<file path="config.mk">
export PLATFORM = sky130hd
export DESIGN_NAME = cascaded_interrupt_mask_dispatch
export DESIGN_NICKNAME = d
export VERILOG_FILES = /design/src/sv/cimd_pkg.sv /design/src/sv/cimd_mask_regs.sv /design/src/sv/cimd_prio.sv /design/src/sv/cascaded_interrupt_mask_dispatch.sv
export SDC_FILE = /design/constraint.sdc
export NUM_CORES = 1
export LEC_CHECK = 0
export BUFFER_PORTS_ARGS = -buffer_cell sky130_fd_sc_hd__buf_2
export CORE_MARGIN = 4
export CORE_UTILIZATION = 40
export DETAILED_ROUTE_END_ITERATION = 10
export GPL_ROUTABILITY_DRIVEN = 1
export PLACE_DENSITY = 0.62
export SLEW_MARGIN = 20
export SYNTH_ARGS = -nofsm -noshare
export SYNTH_HDL_FRONTEND = slang
export SYNTH_SLANG_ARGS = --single-unit
export TNS_END_PERCENT = 50
</file>
<file path="constraint.sdc">
create_clock -name clk -period 3.2 [get_ports clk]
set_input_delay 0.16 -clock clk [delete_from_list [all_inputs] [get_ports clk]]
set_output_delay 0.16 -clock clk [all_outputs]
set_load 0.02 [all_outputs]
</file>
<file path="src/sv/cimd_pkg.sv">
// ----------------------------------------------------------------------------
// cimd_pkg
// Shared types and constants for the cascaded interrupt mask and dispatch
// unit: command and group codes, request, mask and result records.
// ----------------------------------------------------------------------------
package cimd_pkg;

    localparam int GPIO_PINS = 32;
    localparam int HALF_BITS = 16;

    localparam logic [15:0] CASCADE_SELECT = 16'h01ff;
    localparam logic [15:0] CASCADE_BIT    = 16'h0100;
    localparam logic [15:0] LEVEL_ONE_BIT  = 16'h0001;

    // Valid pins of the GPIO mask, and the pin count as a 6-bit compare limit
    localparam logic [31:0] GPIO_VALID = 32'((64'd1 << GPIO_PINS) - 64'd1);
    localparam logic [5:0]  PIN_LIMIT  = 6'(GPIO_PINS);

    typedef enum logic [1:0] {
        CMD_ENABLE   = 2'd0,
        CMD_DISABLE  = 2'd1,
        CMD_DISPATCH = 2'd2,
        CMD_NONE     = 2'd3
    } cmd_t;

    typedef enum logic [1:0] {
        GRP_LEVEL1 = 2'd0,
        GRP_LEVEL2 = 2'd1,
        GRP_GPIO   = 2'd2,
        GRP_NONE   = 2'd3
    } grp_t;

    typedef struct packed {
        cmd_t        cmd;
        grp_t        line_group;
        logic [4:0]  line_bit;
        logic [15:0] level1_pending;
        logic [15:0] level2_pending;
        logic [15:0] gpio_low_pending;
        logic [15:0] gpio_high_pending;
    } req_t;

    typedef struct packed {
        logic [15:0] level1;
        logic [15:0] level2;
        logic [31:0] gpio;
    } masks_t;

    typedef struct packed {
        logic        found;
        grp_t        found_group;
        logic [4:0]  found_bit;
    } hit_t;

endpackage

</file>
<file path="src/sv/cimd_mask_regs.sv">
// ----------------------------------------------------------------------------
// cimd_mask_regs
// Mask state: level one, level two and GPIO masks with the read-modify-write
// of enable and disable requests. Returns the updated 16-bit mask word on an
// enable or disable of a level or GPIO group, zero otherwise.
module cimd_mask_regs (
    input  logic            clk,
    input  logic            rst_n,
    input  logic            upd,
    input  cimd_pkg::req_t  req,
    output cimd_pkg::masks_t masks,
    output logic [15:0]     mask_word
);
    import cimd_pkg::*;

    logic [15:0] level1_mask_reg;
    logic [15:0] level1_mask_next;
    logic [15:0] level2_mask_reg;
    logic [15:0] level2_mask_next;
    logic [31:0] gpio_mask_reg;
    logic [31:0] gpio_mask_next;
    logic        set_bit;

    always_comb
    begin
        level1_mask_next = level1_mask_reg;
        level2_mask_next = level2_mask_reg;
        gpio_mask_next   = gpio_mask_reg;
        mask_word        = 16'd0;
        set_bit          = (req.cmd == CMD_ENABLE);
        if (req.cmd == CMD_ENABLE || req.cmd == CMD_DISABLE)
        begin
            case (req.line_group)
                GRP_LEVEL1:
                begin
                    // level bits 16 and up leave the word unchanged
                    if (!req.line_bit[4])
                    begin
                        level1_mask_next[req.line_bit[3:0]] = set_bit;
                    end
                    mask_word = level1_mask_next;
                end
                GRP_LEVEL2:
                begin
                    if (!req.line_bit[4])
                    begin
                        level2_mask_next[req.line_bit[3:0]] = set_bit;
                    end
                    mask_word = level2_mask_next;
                end
                GRP_GPIO:
                begin
                    if ({1'b0, req.line_bit} < PIN_LIMIT)
                    begin
                        gpio_mask_next[req.line_bit] = set_bit;
                        gpio_mask_next = gpio_mask_next & GPIO_VALID;
                    end
                    // return the half word that holds the pin
                    mask_word = req.line_bit[4] ? gpio_mask_next[31:16]
                                                : gpio_mask_next[15:0];
                end
                default:
                begin
                    mask_word = 16'd0;
                end
            endcase
        end
    end

    always_ff @(posedge clk or negedge rst_n)
    begin
        if (!rst_n)
        begin
            level1_mask_reg <= 16'd0;
            level2_mask_reg <= 16'd0;
            gpio_mask_reg   <= 32'd0;
        end
        else if (upd)
        begin
            level1_mask_reg <= level1_mask_next;
            level2_mask_reg <= level2_mask_next;
            gpio_mask_reg   <= gpio_mask_next;
        end
    end

    assign masks.level1 = level1_mask_reg;
    assign masks.level2 = level2_mask_reg;
    assign masks.gpio   = gpio_mask_reg;

`ifndef SYNTHESIS
    a_gpio_unused_zero: assert property (@(posedge clk) disable iff (!rst_n)
        (gpio_mask_reg & ~GPIO_VALID) == 32'd0)
        else $error("gpio mask holds bits beyond the pin count");

    a_hold_without_update: assert property (@(posedge clk) disable iff (!rst_n)
        !upd |=> ($stable(level1_mask_reg) && $stable(level2_mask_reg)
                  && $stable(gpio_mask_reg)))
        else $error("mask changed without an update");

    a_dispatch_keeps_masks: assert property (@(posedge clk) disable iff (!rst_n)
        (upd && req.cmd == CMD_DISPATCH) |=> ($stable(level1_mask_reg)
            && $stable(level2_mask_reg) && $stable(gpio_mask_reg)))
        else $error("dispatch request modified a mask");
`endif

endmodule

</file>
<file path="src/sv/cimd_prio.sv">
// ----------------------------------------------------------------------------
// cimd_prio
// Dispatch priority: masks the pending words, serves level one first with
// the GPIO cascade on bit 8, then level two, lowest set bit wins.
// ----------------------------------------------------------------------------
module cimd_prio (
    input  cimd_pkg::req_t   req,
    input  cimd_pkg::masks_t masks,
    output cimd_pkg::hit_t   hit
);
    import cimd_pkg::*;

    logic [15:0] m1;
    logic [15:0] m2;
    logic [15:0] gl;
    logic [15:0] gh;

    function automatic logic [3:0] lowest_bit(input logic [15:0] w);
        logic [3:0] idx;
        idx = 4'd0;
        for (int i = HALF_BITS - 1; i >= 0; i--)
        begin
            if (w[i])
            begin
                idx = 4'(i);
            end
        end
        return idx;
    endfunction

    always_comb
    begin
        m1 = req.level1_pending & masks.level1;
        m2 = req.level2_pending & masks.level2;
        gl = req.gpio_low_pending & masks.gpio[15:0];
        gh = req.gpio_high_pending & masks.gpio[31:16];
        hit.found       = 1'b0;
        hit.found_group = GRP_LEVEL1;
        hit.found_bit   = 5'd0;
        if (req.cmd == CMD_DISPATCH)
        begin
            if (m1 != 16'd0)
            begin
                // cascade only when bit 8 is the sole one among bits 0..8
                if ((m1 & CASCADE_SELECT) == CASCADE_BIT)
                begin
                    if (gl != 16'd0)
                    begin
                        hit.found       = 1'b1;
                        hit.found_group = GRP_GPIO;
                        hit.found_bit   = {1'b0, lowest_bit(gl)};
                    end
                    else if (gh != 16'd0)
                    begin
                        hit.found       = 1'b1;
                        hit.found_group = GRP_GPIO;
                        hit.found_bit   = {1'b1, lowest_bit(gh)};
                    end
                end
                else
                begin
                    hit.found       = 1'b1;
                    hit.found_group = GRP_LEVEL1;
                    hit.found_bit   = {1'b0, lowest_bit(m1)};
                end
            end
            else if (m2 != 16'd0)
            begin
                hit.found       = 1'b1;
                hit.found_group = GRP_LEVEL2;
                hit.found_bit   = {1'b0, lowest_bit(m2)};
            end
        end
    end

endmodule

</file>
<file path="src/sv/cascaded_interrupt_mask_dispatch.sv">
// Path: an accepted request goes through the input register, then the result
// register, which drives m_tdata.
// Throughput: one request per cycle unless m_tready stalls the output; the
// mask update and priority encode of one request sit between the two registers.
// Reset: rst_n clears all three masks (every line masked) and both valid flags.
// ----------------------------------------------------------------------------
// cascaded_interrupt_mask_dispatch
// Interrupt mask and dispatch unit with a level one, level two and cascaded
// GPIO mask; enable, disable and dispatch requests over a stream interface.
// ----------------------------------------------------------------------------
module cascaded_interrupt_mask_dispatch (
    input  logic        clk,
    input  logic        rst_n,
    input  logic        s_tvalid,
    output logic        s_tready,
    // [1:0] line_group, [6:2] line_bit, [22:7] level1_pending,
    // [38:23] level2_pending, [54:39] gpio_low_pending,
    // [70:55] gpio_high_pending, [71] zero
    input  logic [71:0] s_tdata,
    // [1:0] cmd
    input  logic [1:0]  s_tuser,
    output logic        m_tvalid,
    input  logic        m_tready,
    // [0] found, [2:1] found_group, [7:3] found_bit, [23:8] mask_word
    output logic [23:0] m_tdata
);
    import cimd_pkg::*;

    logic        in_valid_reg;
    req_t        in_req_reg;
    logic        out_valid_reg;
    hit_t        out_hit_reg;
    logic [15:0] out_word_reg;
    logic        advance;
    req_t        s_req;
    masks_t      masks;
    hit_t        hit;
    logic [15:0] mask_word;

    assign s_req.cmd               = cmd_t'(s_tuser);
    assign s_req.line_group        = grp_t'(s_tdata[1:0]);
    assign s_req.line_bit          = s_tdata[6:2];
    assign s_req.level1_pending    = s_tdata[22:7];
    assign s_req.level2_pending    = s_tdata[38:23];
    assign s_req.gpio_low_pending  = s_tdata[54:39];
    assign s_req.gpio_high_pending = s_tdata[70:55];

    // advance the input stage when the result register is free or draining
    assign advance  = !out_valid_reg || m_tready;
    assign s_tready = !in_valid_reg || advance;

    cimd_mask_regs u_mask (
        .clk       (clk),
        .rst_n     (rst_n),
        .upd       (in_valid_reg && advance),
        .req       (in_req_reg),
        .masks     (masks),
        .mask_word (mask_word)
    );

    cimd_prio u_prio (
        .req   (in_req_reg),
        .masks (masks),
        .hit   (hit)
    );

    always_ff @(posedge clk or negedge rst_n)
    begin
        if (!rst_n)
        begin
            in_valid_reg  <= 1'b0;
            out_valid_reg <= 1'b0;
        end
        else
        begin
            if (s_tready)
            begin
                in_valid_reg <= s_tvalid;
            end
            if (advance)
            begin
                out_valid_reg <= in_valid_reg;
            end
        end
    end

    always_ff @(posedge clk)
    begin
        if (s_tready && s_tvalid)
        begin
            in_req_reg <= s_req;
        end
        if (advance && in_valid_reg)
        begin
            out_hit_reg  <= hit;
            out_word_reg <= mask_word;
        end
    end

    assign m_tvalid = out_valid_reg;
    assign m_tdata  = {out_word_reg, out_hit_reg.found_bit,
                       out_hit_reg.found_group, out_hit_reg.found};

`ifndef SYNTHESIS
    a_word_or_hit: assert property (@(posedge clk) disable iff (!rst_n)
        out_valid_reg |-> !(out_hit_reg.found && out_word_reg != 16'd0))
        else $error("result carries both a dispatched line and a mask word");

    a_miss_is_zero: assert property (@(posedge clk) disable iff (!rst_n)
        (out_valid_reg && !out_hit_reg.found) |->
            (out_hit_reg.found_group == GRP_LEVEL1 && out_hit_reg.found_bit == 5'd0))
        else $error("empty dispatch result has nonzero line fields");

    a_stalled_input_held: assert property (@(posedge clk) disable iff (!rst_n)
        (in_valid_reg && !advance) |=> (in_valid_reg && $stable(in_req_reg)))
        else $error("stalled request lost from input register");

    a_level_bit_range: assert property (@(posedge clk) disable iff (!rst_n)
        (out_valid_reg && out_hit_reg.found && out_hit_reg.found_group != GRP_GPIO)
            |-> !out_hit_reg.found_bit[4])
        else $error("level line index beyond sixteen");
`endif

endmodule
</file>
==> Word-level counts from Yosys, hierarchy flattened <==
Cells that the tools add are included.
{ "classes": {"bitwise_logic": 4, "n_reduce_logical": 18, "n_lt_le_gt_ge": 4, "eq_ne": 5, "mux": 80} }
{ "ops": {"columns": ["operator", "n"], "rows": [
  ["4-bit two-way mux", 64],
  ["16-bit bitwise AND", 4],
  ["16-bit nonzero test", 4],
  ["16-bit two-way mux", 3],
  ["16-bit case mux with 3 select lines", 1],
  ["8-bit two-way mux", 5],
  ["16-bit bitwise mux", 2],
  ["32-bit bitwise mux", 1],
  ["9-bit equality test, second input constant", 1],
  ["3-bit AND reduction", 3],
  ["5-bit by 6-bit < comparator with 1-bit output, second input constant", 1],
  ["1-bit demux with 5-bit select", 1],
  ["5-bit by 1-bit greater-or-equal comparator with 1-bit output, second input constant", 1],
  ["4-bit by 5-bit < comparator with 1-bit output, second input constant", 1],
  ["1-bit demux with 4-bit select", 1],
  ["2-bit by 1-bit equality test with 1-bit output, second input constant", 2],
  ["2-bit equality test, second input constant", 2],
  ["4-bit by 1-bit greater-or-equal comparator with 1-bit output, second input constant", 1],
  ["1-bit logical AND", 4],
  ["2-bit logical NOT", 2],
  ["1-bit logical OR", 3],
  ["1-bit logical NOT", 2],
  ["1-bit two-way mux", 2]
]} }
{ "word_totals": {"wordCells": 127, "input_bits": 78, "reg_bits": 163} }

==> Depth between registers and ports, before layout <==
Gate-level depths: netlist of the first run.
{ "depth": {"depth_word": 21, "depth_mapped": 7, "ltp_nobuf": 6} }

==> By module <==
From an unflattened synthesis of the first run, not the netlist that was laid out.
{ "hier_totals": {"hier_cells": 717, "hier_area_um2": 8195.4} }
{ "by_module_without_submodules": {"columns": ["module", "instances", "area_per_inst_um2", "seq_area_each_um2", "cells_each"], "rows": [
  ["cimd_mask_regs", 1, 4031.4, 1601.5, 429],
  ["cascaded_interrupt_mask_dispatch", 1, 3016.6, 2962.8, 105],
  ["cimd_prio", 1, 1147.4, 0.0, 183]
]} }

==> Worst setup path after synthesis of the first run <==
No wires, ideal clock.
{ "synth_timing": {"path_type": "register -> register", "startpoint": "register out_valid_reg, in the netlist m_tvalid", "endpoint": "register in_req_reg[0] in the netlist's numbering, enable pin", "path_buffers": 0, "synth_period_minus_slack_ns": 2.930, "setup_slack_ns": 0.270, "stages_incl_launch_ff": 3, "t_required_ns": 2.761, "arrival_time_ns": 2.491, "cell_sequence": "dfrtp_1 -> nand3b_1 -> and2_1"} }
{ "synth_between": {"elab_chain_cells": 4} }
{ "synth_lines": {"columns": ["element", "line_no", "source"], "rows": [
  ["from (decl)", "cascaded_interrupt_mask_dispatch.sv:31", "logic out_valid_reg;"],
  ["from (signal assigned)", "cascaded_interrupt_mask_dispatch.sv:82", "out_valid_reg <= in_valid_reg;"],
  ["1-bit logical NOT", "cascaded_interrupt_mask_dispatch.sv:49", "assign advance = !out_valid_reg || m_tready;"],
  ["1-bit logical OR", "cascaded_interrupt_mask_dispatch.sv:49", null],
  ["1-bit logical OR", "cascaded_interrupt_mask_dispatch.sv:50", "assign s_tready = !in_valid_reg || advance;"],
  ["named net s_tready", "cascaded_interrupt_mask_dispatch.sv:15", "output logic s_tready,"],
  ["1-bit logical AND", "cascaded_interrupt_mask_dispatch.sv:89", "if (s_tready && s_tvalid)"],
  ["to (signal assigned)", "cascaded_interrupt_mask_dispatch.sv:91", "in_req_reg <= s_req;"],
  ["to (decl)", "cascaded_interrupt_mask_dispatch.sv:30", "req_t in_req_reg;"]
]} }
The timed path passes the listed nets, and every way through them passes these cells.
A chain may end at the register's enable or synchronous reset.

==> Final worst setup path of the first run <==
{ "layout_timing": {"startpoint": "register in_req_reg[17] in the netlist's numbering", "endpoint": "register out_hit_reg, in the netlist m_tdata[4], data pin"} }
{ "layout_between": {"elab_chain_cells": 6, "word_cells_on_any_way": 7, "classes_between": "5 x mux; 1 x bitwise; 1 x reduce/logical"} }
{ "layout_lines": {"columns": ["element", "line_no", "source"], "rows": [
  ["16-bit bitwise AND (*)", "cimd_prio.sv:35", "gl = req.gpio_low_pending & masks.gpio[15:0];"],
  ["4-bit two-way mux (2 in a row)", "cimd_prio.sv:23", "if (w[i])"],
  ["8-bit two-way mux (*)", "cimd_prio.sv:47", "if (gl != 16'd0)"],
  ["8-bit two-way mux (*)", "cimd_prio.sv:45", "if ((m1 & CASCADE_SELECT) == CASCADE_BIT)"],
  ["8-bit two-way mux (*)", "cimd_prio.sv:42", "if (m1 != 16'd0)"],
  ["to (signal assigned)", "cascaded_interrupt_mask_dispatch.sv:95", "out_hit_reg <= hit;"],
  ["to (decl)", "cascaded_interrupt_mask_dispatch.sv:32", "hit_t out_hit_reg;"]
]} }
Mark *: on every way between the ends. The rest lies on a longest branch, timed or not.

==> results.md, run 1 <==
Clock tree:
- Once the clock tree was built, the resizer swapped 0 gates to a different size.
- The TritonCTS clock tree is built.
- The TritonCTS buffer count is 17.
- The tree is rooted in a sky130_fd_sc_hd__clkbuf_16.
- The maximum level of the CTS H-tree is 4.
- The clock-pin transition on the worst setup and hold timing paths is 0.07 ns.
- The clock latency on the worst-skew pair is 0.43 ns.
- The buffer levels on the longest clock path is 2.
- The clock sink count is 163.

Floorplan:
- Row generation in the floorplan step produced 51 rows.
- The starting density of the core is between 40% and 50%.
- The number of placed I/O pins is 104.
- The total die area is around 22000 µm².
- After floorplanning, the core was sized to cover 19500 µm².
- In this run the vertical extent of the chip is 149 µm.
- The die is 149 µm wide.

Place:
- The total of buffers placed on input and output ports is about 100.
- The cell area after placement is just under 9000 µm².
- The number of instances in the placed design is 1048.
- At the end of routability-driven placement, the weighted congestion stood at 0.882.
- The detailed-placement wirelength estimate is 16100 µm.

Power:
- For this design the ratio of total power to cell area is 497 nW/µm².
- The design draws 5010 µW.
- The peak supply drop is 0.346 mV.
- For this design the static power due to leakage is 0.00401 µW.

Layout:
- With fillers left out, the area of the finished cells amounts to 10100 µm².
- The post-route non-filler standard cell count is around 1200.
- The layout net count is 955.
- The repair_antennas step left the layout with diodes totalling 0.
- The post-route netlist has 21.2% of its cells at a drive strength greater than 1.
- The post-synthesis to final-layout area growth is 26.8%.
- The flip-flop count of the largest register after layout is 73.
- The utilization after layout is ~52%.

Route:
- The detailed-router iteration count before antenna repair is 5.
- The routed design uses 10600 µm of met2 wire.
- After detailed routing, the met3 layer carries 1410 µm of wire.
- The number of nets with antenna violations after routing is 0.
- The routed wirelength normalized by instance count is 19.6 µm.
- The highest routing layer actually used is met4.
- The final route contains 6581 vias.
- The total length of routed wires is 22700 µm.
- The number of design-rule violations left by the first detailed-router iteration is 689.
- The remaining routing DRC violations is 0.
- In the routed layout, each cell is associated on average with a via count of 5.70.
- The routed length on met1 is roughly 10000 µm.

STA:
- The final setup violation count is 0.
- In this run the tightest slew margin relative to its limit is 34.3%.
- Dividing the final minimum period by the clock period gives 80.4%.
- The clock arrives with 0.0127 ns of skew.
- The transition at the pin with the smallest max-transition slack is 0.985 ns.
- In the final timing run, aggregate negative setup slack is 0 ns.
- Setup repair after global routing left no endpoint under its margin.
- Counting I/O delays and the setup requirement, the final critical path takes 2.57 ns.
- The count of final max-slew check failures is 0.
- The final hold violation count was 0.
- The highest clock frequency the design can meet is 388 MHz.

Synth:
- For this run, the register share of the synthesized area comes to 57.3%.
- The share of synthesized area spent on multiplexers is 5.42%.
- After Yosys synthesis, and, or, nand and nor cells account for 13.2% of the synthesized area.
- The number of library cell types mapped by synthesis is 52.
- Each instance of the synthesized netlist takes up on average 11.2 µm².
- The count of flip-flops with a built-in enable after synthesis is 97.
- The synthesized netlist devotes 0% of its cell area to adder and majority cells.
- By area the synthesized netlist is led by sky130_fd_sc_hd__edfxtp_1 (37%), sky130_fd_sc_hd__dfrtp_1 (21%), sky130_fd_sc_hd__o31ai_1 (3.8%), sky130_fd_sc_hd__mux2_2 (3.5%), sky130_fd_sc_hd__nand2_1 (3.5%).
- By area, the combinational part of the netlist is dominated by compound AO/OA/AOI/OAI gates.
- After Yosys synthesis, XOR and XNOR cells account for 0% of the synthesized area.
- The area of the mapped netlist is 7960 µm².
- The proportion of register bits with asynchronous set or reset after synthesis is 40.5%.
- The net count of the mapped netlist is 787.
- The count of state elements after synthesis is 163.
- The largest total area in the synthesized netlist belongs to sky130_fd_sc_hd__edfxtp_1.
- The yosys synthesis warning count is 0.
- The most used flip-flop cell after synthesis is sky130_fd_sc_hd__edfxtp_1.
- The gate count of the mapped netlist is 709.
- The synthesized netlist devotes 21.1% of its cell area to compound gates.
- In this run the biggest area consumer among cell types represents 36.6% of the synthesized area.

Worst setup path:
- Traced cell by cell, the critical path runs through a22o_1 -> or4_4 -> nor2_1 -> nor3_1 -> a311oi_1 -> o32ai_1.
- The largest individual stage delay along the critical path comes from the cell sky130_fd_sc_hd__or4_4.
- The number of buffers and inverters on the critical path is 0.
- Data on the critical path is required at its endpoint by 3.35 ns.
- In this run the worst path has a maximum fanout of 4.
- The critical path in this run is classified as reg2reg.
- The register-to-register path setup slack is between 0.6 and 0.7 ns.
- In this design, the largest share of critical-path delay is due to simple AND/OR/NAND/NOR gates.
- The peak per-stage delay on the critical path is between 0.5 and 0.6 ns.
- STA classifies the critical path startpoint as a register.
- STA classifies the critical path endpoint as a register.
- The signal arrival time at the worst endpoint is 2.72 ns.

Run:
- The number of maximum-capacitance violations is 0.

Global route:
- The number of global-route vias before repair came to 6249.
- The first-pass GRT wire length is about 35000 µm.
- The global router's overall resource usage is 20.8%.
- The initial antenna violation count is 0.
- The total congestion overflow after global routing is 0.
- Entering global routing, the biggest net connects 74 pins.

Min path:
- The path class of the tightest hold or removal check is in2reg.

Run status:
- The flow ran to the end, and the final reports show no timing, DRC or antenna violations.
## synthesized netlist by cell type, types with 3 or more instances
cell type and n:
sky130_fd_sc_hd__o21ai_0 45, sky130_fd_sc_hd__o211ai_1 4, sky130_fd_sc_hd__inv_1 13, sky130_fd_sc_hd__nand4_1 10
sky130_fd_sc_hd__a222oi_1 3, sky130_fd_sc_hd__dfrtp_1 66, sky130_fd_sc_hd__clkbuf_1 40, sky130_fd_sc_hd__buf_2 5
sky130_fd_sc_hd__nor2b_1 23, sky130_fd_sc_hd__nand2_1 75, sky130_fd_sc_hd__nor3_1 5, sky130_fd_sc_hd__a221oi_1 16
sky130_fd_sc_hd__mux2i_1 15, sky130_fd_sc_hd__a32o_1 4, sky130_fd_sc_hd__a22oi_1 26, sky130_fd_sc_hd__and2_1 7
sky130_fd_sc_hd__a21oi_1 23, sky130_fd_sc_hd__nor2_1 43, sky130_fd_sc_hd__edfxtp_1 97, sky130_fd_sc_hd__nand2b_1 10
sky130_fd_sc_hd__a22o_1 10, sky130_fd_sc_hd__mux2_2 25, sky130_fd_sc_hd__o31ai_1 40, sky130_fd_sc_hd__a211oi_1 18
sky130_fd_sc_hd__a31oi_1 7, sky130_fd_sc_hd__or3_1 8, sky130_fd_sc_hd__nand3_1 21, sky130_fd_sc_hd__a311oi_1 18
## final timing paths
kind | from | to | cells after the start
max | in_req_reg[17] | m_tdata[4] | 6
min | m_tready | m_tvalid | 3
max reg2reg | in_req_reg[17] | m_tdata[4] | 6
min reg2reg | in_valid_reg | m_tvalid | 1
max in group asynchronous | rst_n | u_mask.gpio_mask_reg[17] | 3
min in group asynchronous | rst_n | in_valid_reg | 2
## per-stage QoR
stage	setup WS (ns)	hold slack, ns
after floorplan	0.270	-0.136
after global placement	0.671	0.302
after detailed placement	0.606	0.297
after CTS	0.586	0.00421
after global routing	0.442	0.0306
final	0.626	0.0219
## layout make-up
class | instances | area [µm²]
multi-input cells | 486 | 3170
clock inverters | 14 | 144
fillers | 1722 | 9440
flip-flops and latches | 163 | 4560
clock buffers | 18 | 429
repair buffers | 196 | 1400
well taps | 265 | 332
inverters | 13 | 48.8
## layer usage
layer	up-vias	GRT usage (%)
met1	3152	30.0
met2	278	31.7
met4	0	7.32
met3	46	3.92
li1	3105	-
met5	-	0
## worst register-to-register path, stage by stage, from the launching register on
cell and delay, ns:
sky130_fd_sc_hd__edfxtp_1 0.40, sky130_fd_sc_hd__a22o_1 0.28, sky130_fd_sc_hd__or4_4 0.58, sky130_fd_sc_hd__nor2_1 0.32
sky130_fd_sc_hd__nor3_1 0.10, sky130_fd_sc_hd__a311oi_1 0.44, sky130_fd_sc_hd__o32ai_1 0.18
## where the power goes
group	switching, µW	internal, µW	leakage [µW]
sequential	80.3	2360	0.00185
combinational	333	219	0.00189
clock	922	1100	0.000276
## placed cells by master (no fill, tap or decap), types with 4 or more instances in the layout
cell type                       instances
sky130_fd_sc_hd__nand2b_1              10
sky130_fd_sc_hd__dfrtp_1               66
sky130_fd_sc_hd__nand2_1               75
sky130_fd_sc_hd__a311oi_1              18
sky130_fd_sc_hd__o31ai_1               40
sky130_fd_sc_hd__nand3_1               21
sky130_fd_sc_hd__nand4_1               10
sky130_fd_sc_hd__or3_1                  8
sky130_fd_sc_hd__edfxtp_1              97
sky130_fd_sc_hd__and2_1                 6
sky130_fd_sc_hd__nor2_1                42
sky130_fd_sc_hd__o211ai_1               4
sky130_fd_sc_hd__mux2i_1               15
sky130_fd_sc_hd__o21ai_0               45
sky130_fd_sc_hd__inv_6                  5
sky130_fd_sc_hd__a31oi_1                7
sky130_fd_sc_hd__a22oi_1               26
sky130_fd_sc_hd__a211oi_1              18
sky130_fd_sc_hd__clkbuf_16             17
sky130_fd_sc_hd__a221oi_1              16
sky130_fd_sc_hd__nor3_1                 5
sky130_fd_sc_hd__buf_2                102
sky130_fd_sc_hd__a22o_1                10
sky130_fd_sc_hd__mux2_2                25
sky130_fd_sc_hd__a21oi_1               23
sky130_fd_sc_hd__inv_1                 13
sky130_fd_sc_hd__dlygate4sd3_1         75
sky130_fd_sc_hd__nor2b_1               23
sky130_fd_sc_hd__a32o_1                 4
sky130_fd_sc_hd__buf_4                 19
## repair_timing
item | CTS | global route
hold buffers | 75 | 0
buffers inserted | 0 | 0
hold endpoints to repair | 105 | 0
## cell families after synthesis
logic type / count (synthesis)
muxes: 40
and+or+nand+nor: 214
buffers and inverters: 60
DFF: 163
AOI/OAI and AO/OA: 232
No activity file was read; power rests on OpenSTA's default activity.
==> run 2, diff against run 1 <==
Settings changed: PLACE_DENSITY 0.62 to 0.64.
Clock period 3.2 ns to 2.2 ns, I/O delays scaled along.
==> run 2 against run 1 <==
  * Sequential power increased by 45%
  * Maximum frequency increased by 19%
  * Hold slack improved by 0.20 ns
  * Global-route usage increased by 0.98 points
  * First-iteration DRC count decreased by 13%
  * Critical endpoint is now m_tdata[3]
  * Clock-buffer cell count unchanged
==> results.md, run 2 (same netlist as run 1, synthesis figures left out) <==
Clock tree:
- At the later pin of the worst-skew pair, clock insertion delay measures 0.44 ns.
- The clock sink count is between 150 and 200.
- The clock-pin transition on the worst setup and hold timing paths is 0.07 ns.
- The buffer levels on the longest clock path is 2.
- TritonCTS built the clock tree.
- In this run, CTS created clock tree buffers numbering 17.
- The maximum level of the CTS H-tree is 4.
- The root buffer cell chosen for the clock tree is sky130_fd_sc_hd__clkbuf_16.

STA:
- The transition at the pin with the smallest max-transition slack is 0.562 ns.
- The tightest hold path in the finished design has a slack of 0.222 ns.
- The final hold violation count came to 0.
- The period utilization is a little over nine tenths.
- For this run, the top clock speed supported by timing is 464 MHz.
- Setup repair after global routing could not meet its margin everywhere.
- The count of final max-slew check failures came to 0.
- Across the routed clock network, the largest skew measured is between 0.01 and 0.015 ns.
- The clock period could shrink to 2.16 ns.
- The worst pin sits at a relative slew slack of between 60% and 70%.
- The final setup violation count is 0.

Floorplan:
- The die boundary width is 149 µm.
- The total die area is 22200 µm².
- The initialized floorplan defines 51 standard-cell rows.
- The core outline area is 19500 µm².
- The height of the die is 149 µm.
- In this run the count of I/O pins placed on the die edge is 104.
- The initial utilization of the core area, before any placement, comes to 40.8%.

Route:
- The number of design-rule violations left by the first detailed-router iteration is about 600.
- The via density per instance is 5.66.
- Dividing the detail-routed wire length by the instance count gives 19.8 µm.
- For this run, design rule violations remaining after detail routing come to 0.
- The number of nets with antenna violations after routing is 0.
- The routed layout has 6835 vias.
- For this run, the detailed router's first-pass iteration total came to 7.
- The total length of routed wires is 23900 µm.

Power:
- The leakage power is about 0.0043 µW.
- VDD sags by at most 0.522 mV.
- The power density of the placed cells is 694 nW/µm².

Layout:
- The count of fill cells added during filler insertion is 1713.
- The post-synthesis to final-layout area growth is 32.8%.
- Across the whole layout, storage elements account for 4560 µm².
- The flip-flop count of the largest register after layout is 73.
- In the final layout, the multi-input gates occupy 3210 µm².
- The utilization after layout is 54.1%.
- Leaving out fill and tap cells, the most frequent cells in the layout are sky130_fd_sc_hd__buf_2 (102), sky130_fd_sc_hd__edfxtp_1 (97), sky130_fd_sc_hd__dlygate4sd3_1 (77).
- The share of post-route cells with drive strength above 1 is 26.2%.
- The library cell used most frequently in the layout, excluding fill and tap cells, is sky130_fd_sc_hd__buf_2.
- In the final design database the tool counted ~1000 nets.
- The cell area after layout is ~11000 µm².

Worst setup path:
- Data on the critical path is required at its endpoint by 2.37 ns.
- The sort of element at the start of the critical path is a register.
- The category of the worst setup path capture point is a register.
- The signal arrival time at the worst endpoint is 2.32 ns.
- In this run the register-to-register setup slack is between 0.04 and 0.05 ns.
- The critical-path maximum fanout is 3.
- The worst setup path is of the reg2reg kind.

Run:
- Max-cap violations in this run came to 0.

Place:
- The detailed-placement wirelength estimate is 16700 µm.
- Port buffering added 102 buffers.
- At the end of routability-driven placement, the weighted congestion stood at just over 0.9.
- The cell area after placement is 9180 µm².

Global route:
- The initial antenna violation count was 1.
- The number of global-route vias before repair is 6687.
- The first global-routing pass estimated ~37000 µm of wire.
- The pin count of the biggest net entering global routing is 74.
- The global router's overall resource usage is 21.8%.
- The total congestion overflow after global routing is 0.

Min path:
- The path class of the tightest hold or removal check is in2async.

Run status:
- The run finished with clean final reports.
run 2: layout make-up:
cell class / instances / share of cell area, %
inverter: 13 / 0.462
multi-input combinational: 486 / 30.4
timing repair buffer: 248 / 17.6
clock buffer: 18 / 4.15
sequential: 163 / 43.2
tap: 265 / 3.14
antenna: 1 / 0.0237
clock inverter: 14 / 1.14
run 2: routing by layer:
| metal | wire [µm] | vias up | GRT usage [%] |
|---|---|---|---|
| met5 | 0 | - | 0 |
| met1 | 10100 | 3303 | 28.8 |
| met3 | 1520 | 48 | 4.95 |
| li1 | - | 3213 | - |
| met4 | 918 | 0 | 8.83 |
| met2 | 11300 | 271 | 34.9 |
run 2: per-stage QoR:
stage / cells / setup TNS, ns / power [µW] / setup WS [ns]
2_1_floorplan: 709 / 0 / 3980 / 0.0599
3_3_place_gp: 1096 / 0 / 4370 / 0.0370
3_5_place_dp: 1096 / -0.00430 / 4380 / -0.00430
4_1_cts: 1205 / 0 / 7340 / 0.0185
5_1_grt: 1208 / -0.0221 / 7600 / -0.0198
6_report: 1208 / 0 / 7330 / 0.0436
run 2: power by group:
group / total, µW / internal (µW) / leakage [µW] / switching, µW
logic: 923 / 400 / 0.00216 / 523
clock network: 2870 / 1510 / 0.000275 / 1360
registers: 3540 / 3430 / 0.00185 / 111
run 2: critical path, stage by stage (launching register included):
cell,delay [ns]
sky130_fd_sc_hd__edfxtp_1,0.41
sky130_fd_sc_hd__a22o_1,0.29
sky130_fd_sc_hd__or4_4,0.57
sky130_fd_sc_hd__nor2_4,0.12
sky130_fd_sc_hd__buf_6,0.11
sky130_fd_sc_hd__a21oi_2,0.03
sky130_fd_sc_hd__a221oi_2,0.31
sky130_fd_sc_hd__a311oi_2,0.05
run 2: final timing paths:
path,cells after the start,endpoint,from
worst max register to register,7,m_tdata[3],in_req_reg[21]
min in group clk,2,in_req_reg[30],s_tdata[53]
worst max-delay path,7,m_tdata[3],in_req_reg[21]
worst min-delay path,3,u_mask.gpio_mask_reg[14],rst_n
max in group asynchronous,3,u_mask.level2_mask_reg[1],rst_n
worst min register to register,1,m_tvalid,in_valid_reg
run 2: repair_timing:
action                     4_1_cts  5_1_grt
pin swaps                        1       10
hold endpoints to repair       141        0
buffers inserted                 0        2
gates cloned                     0        0
setup endpoints to repair        2        3
hold buffers                    77        0
gates resized for setup          1       10
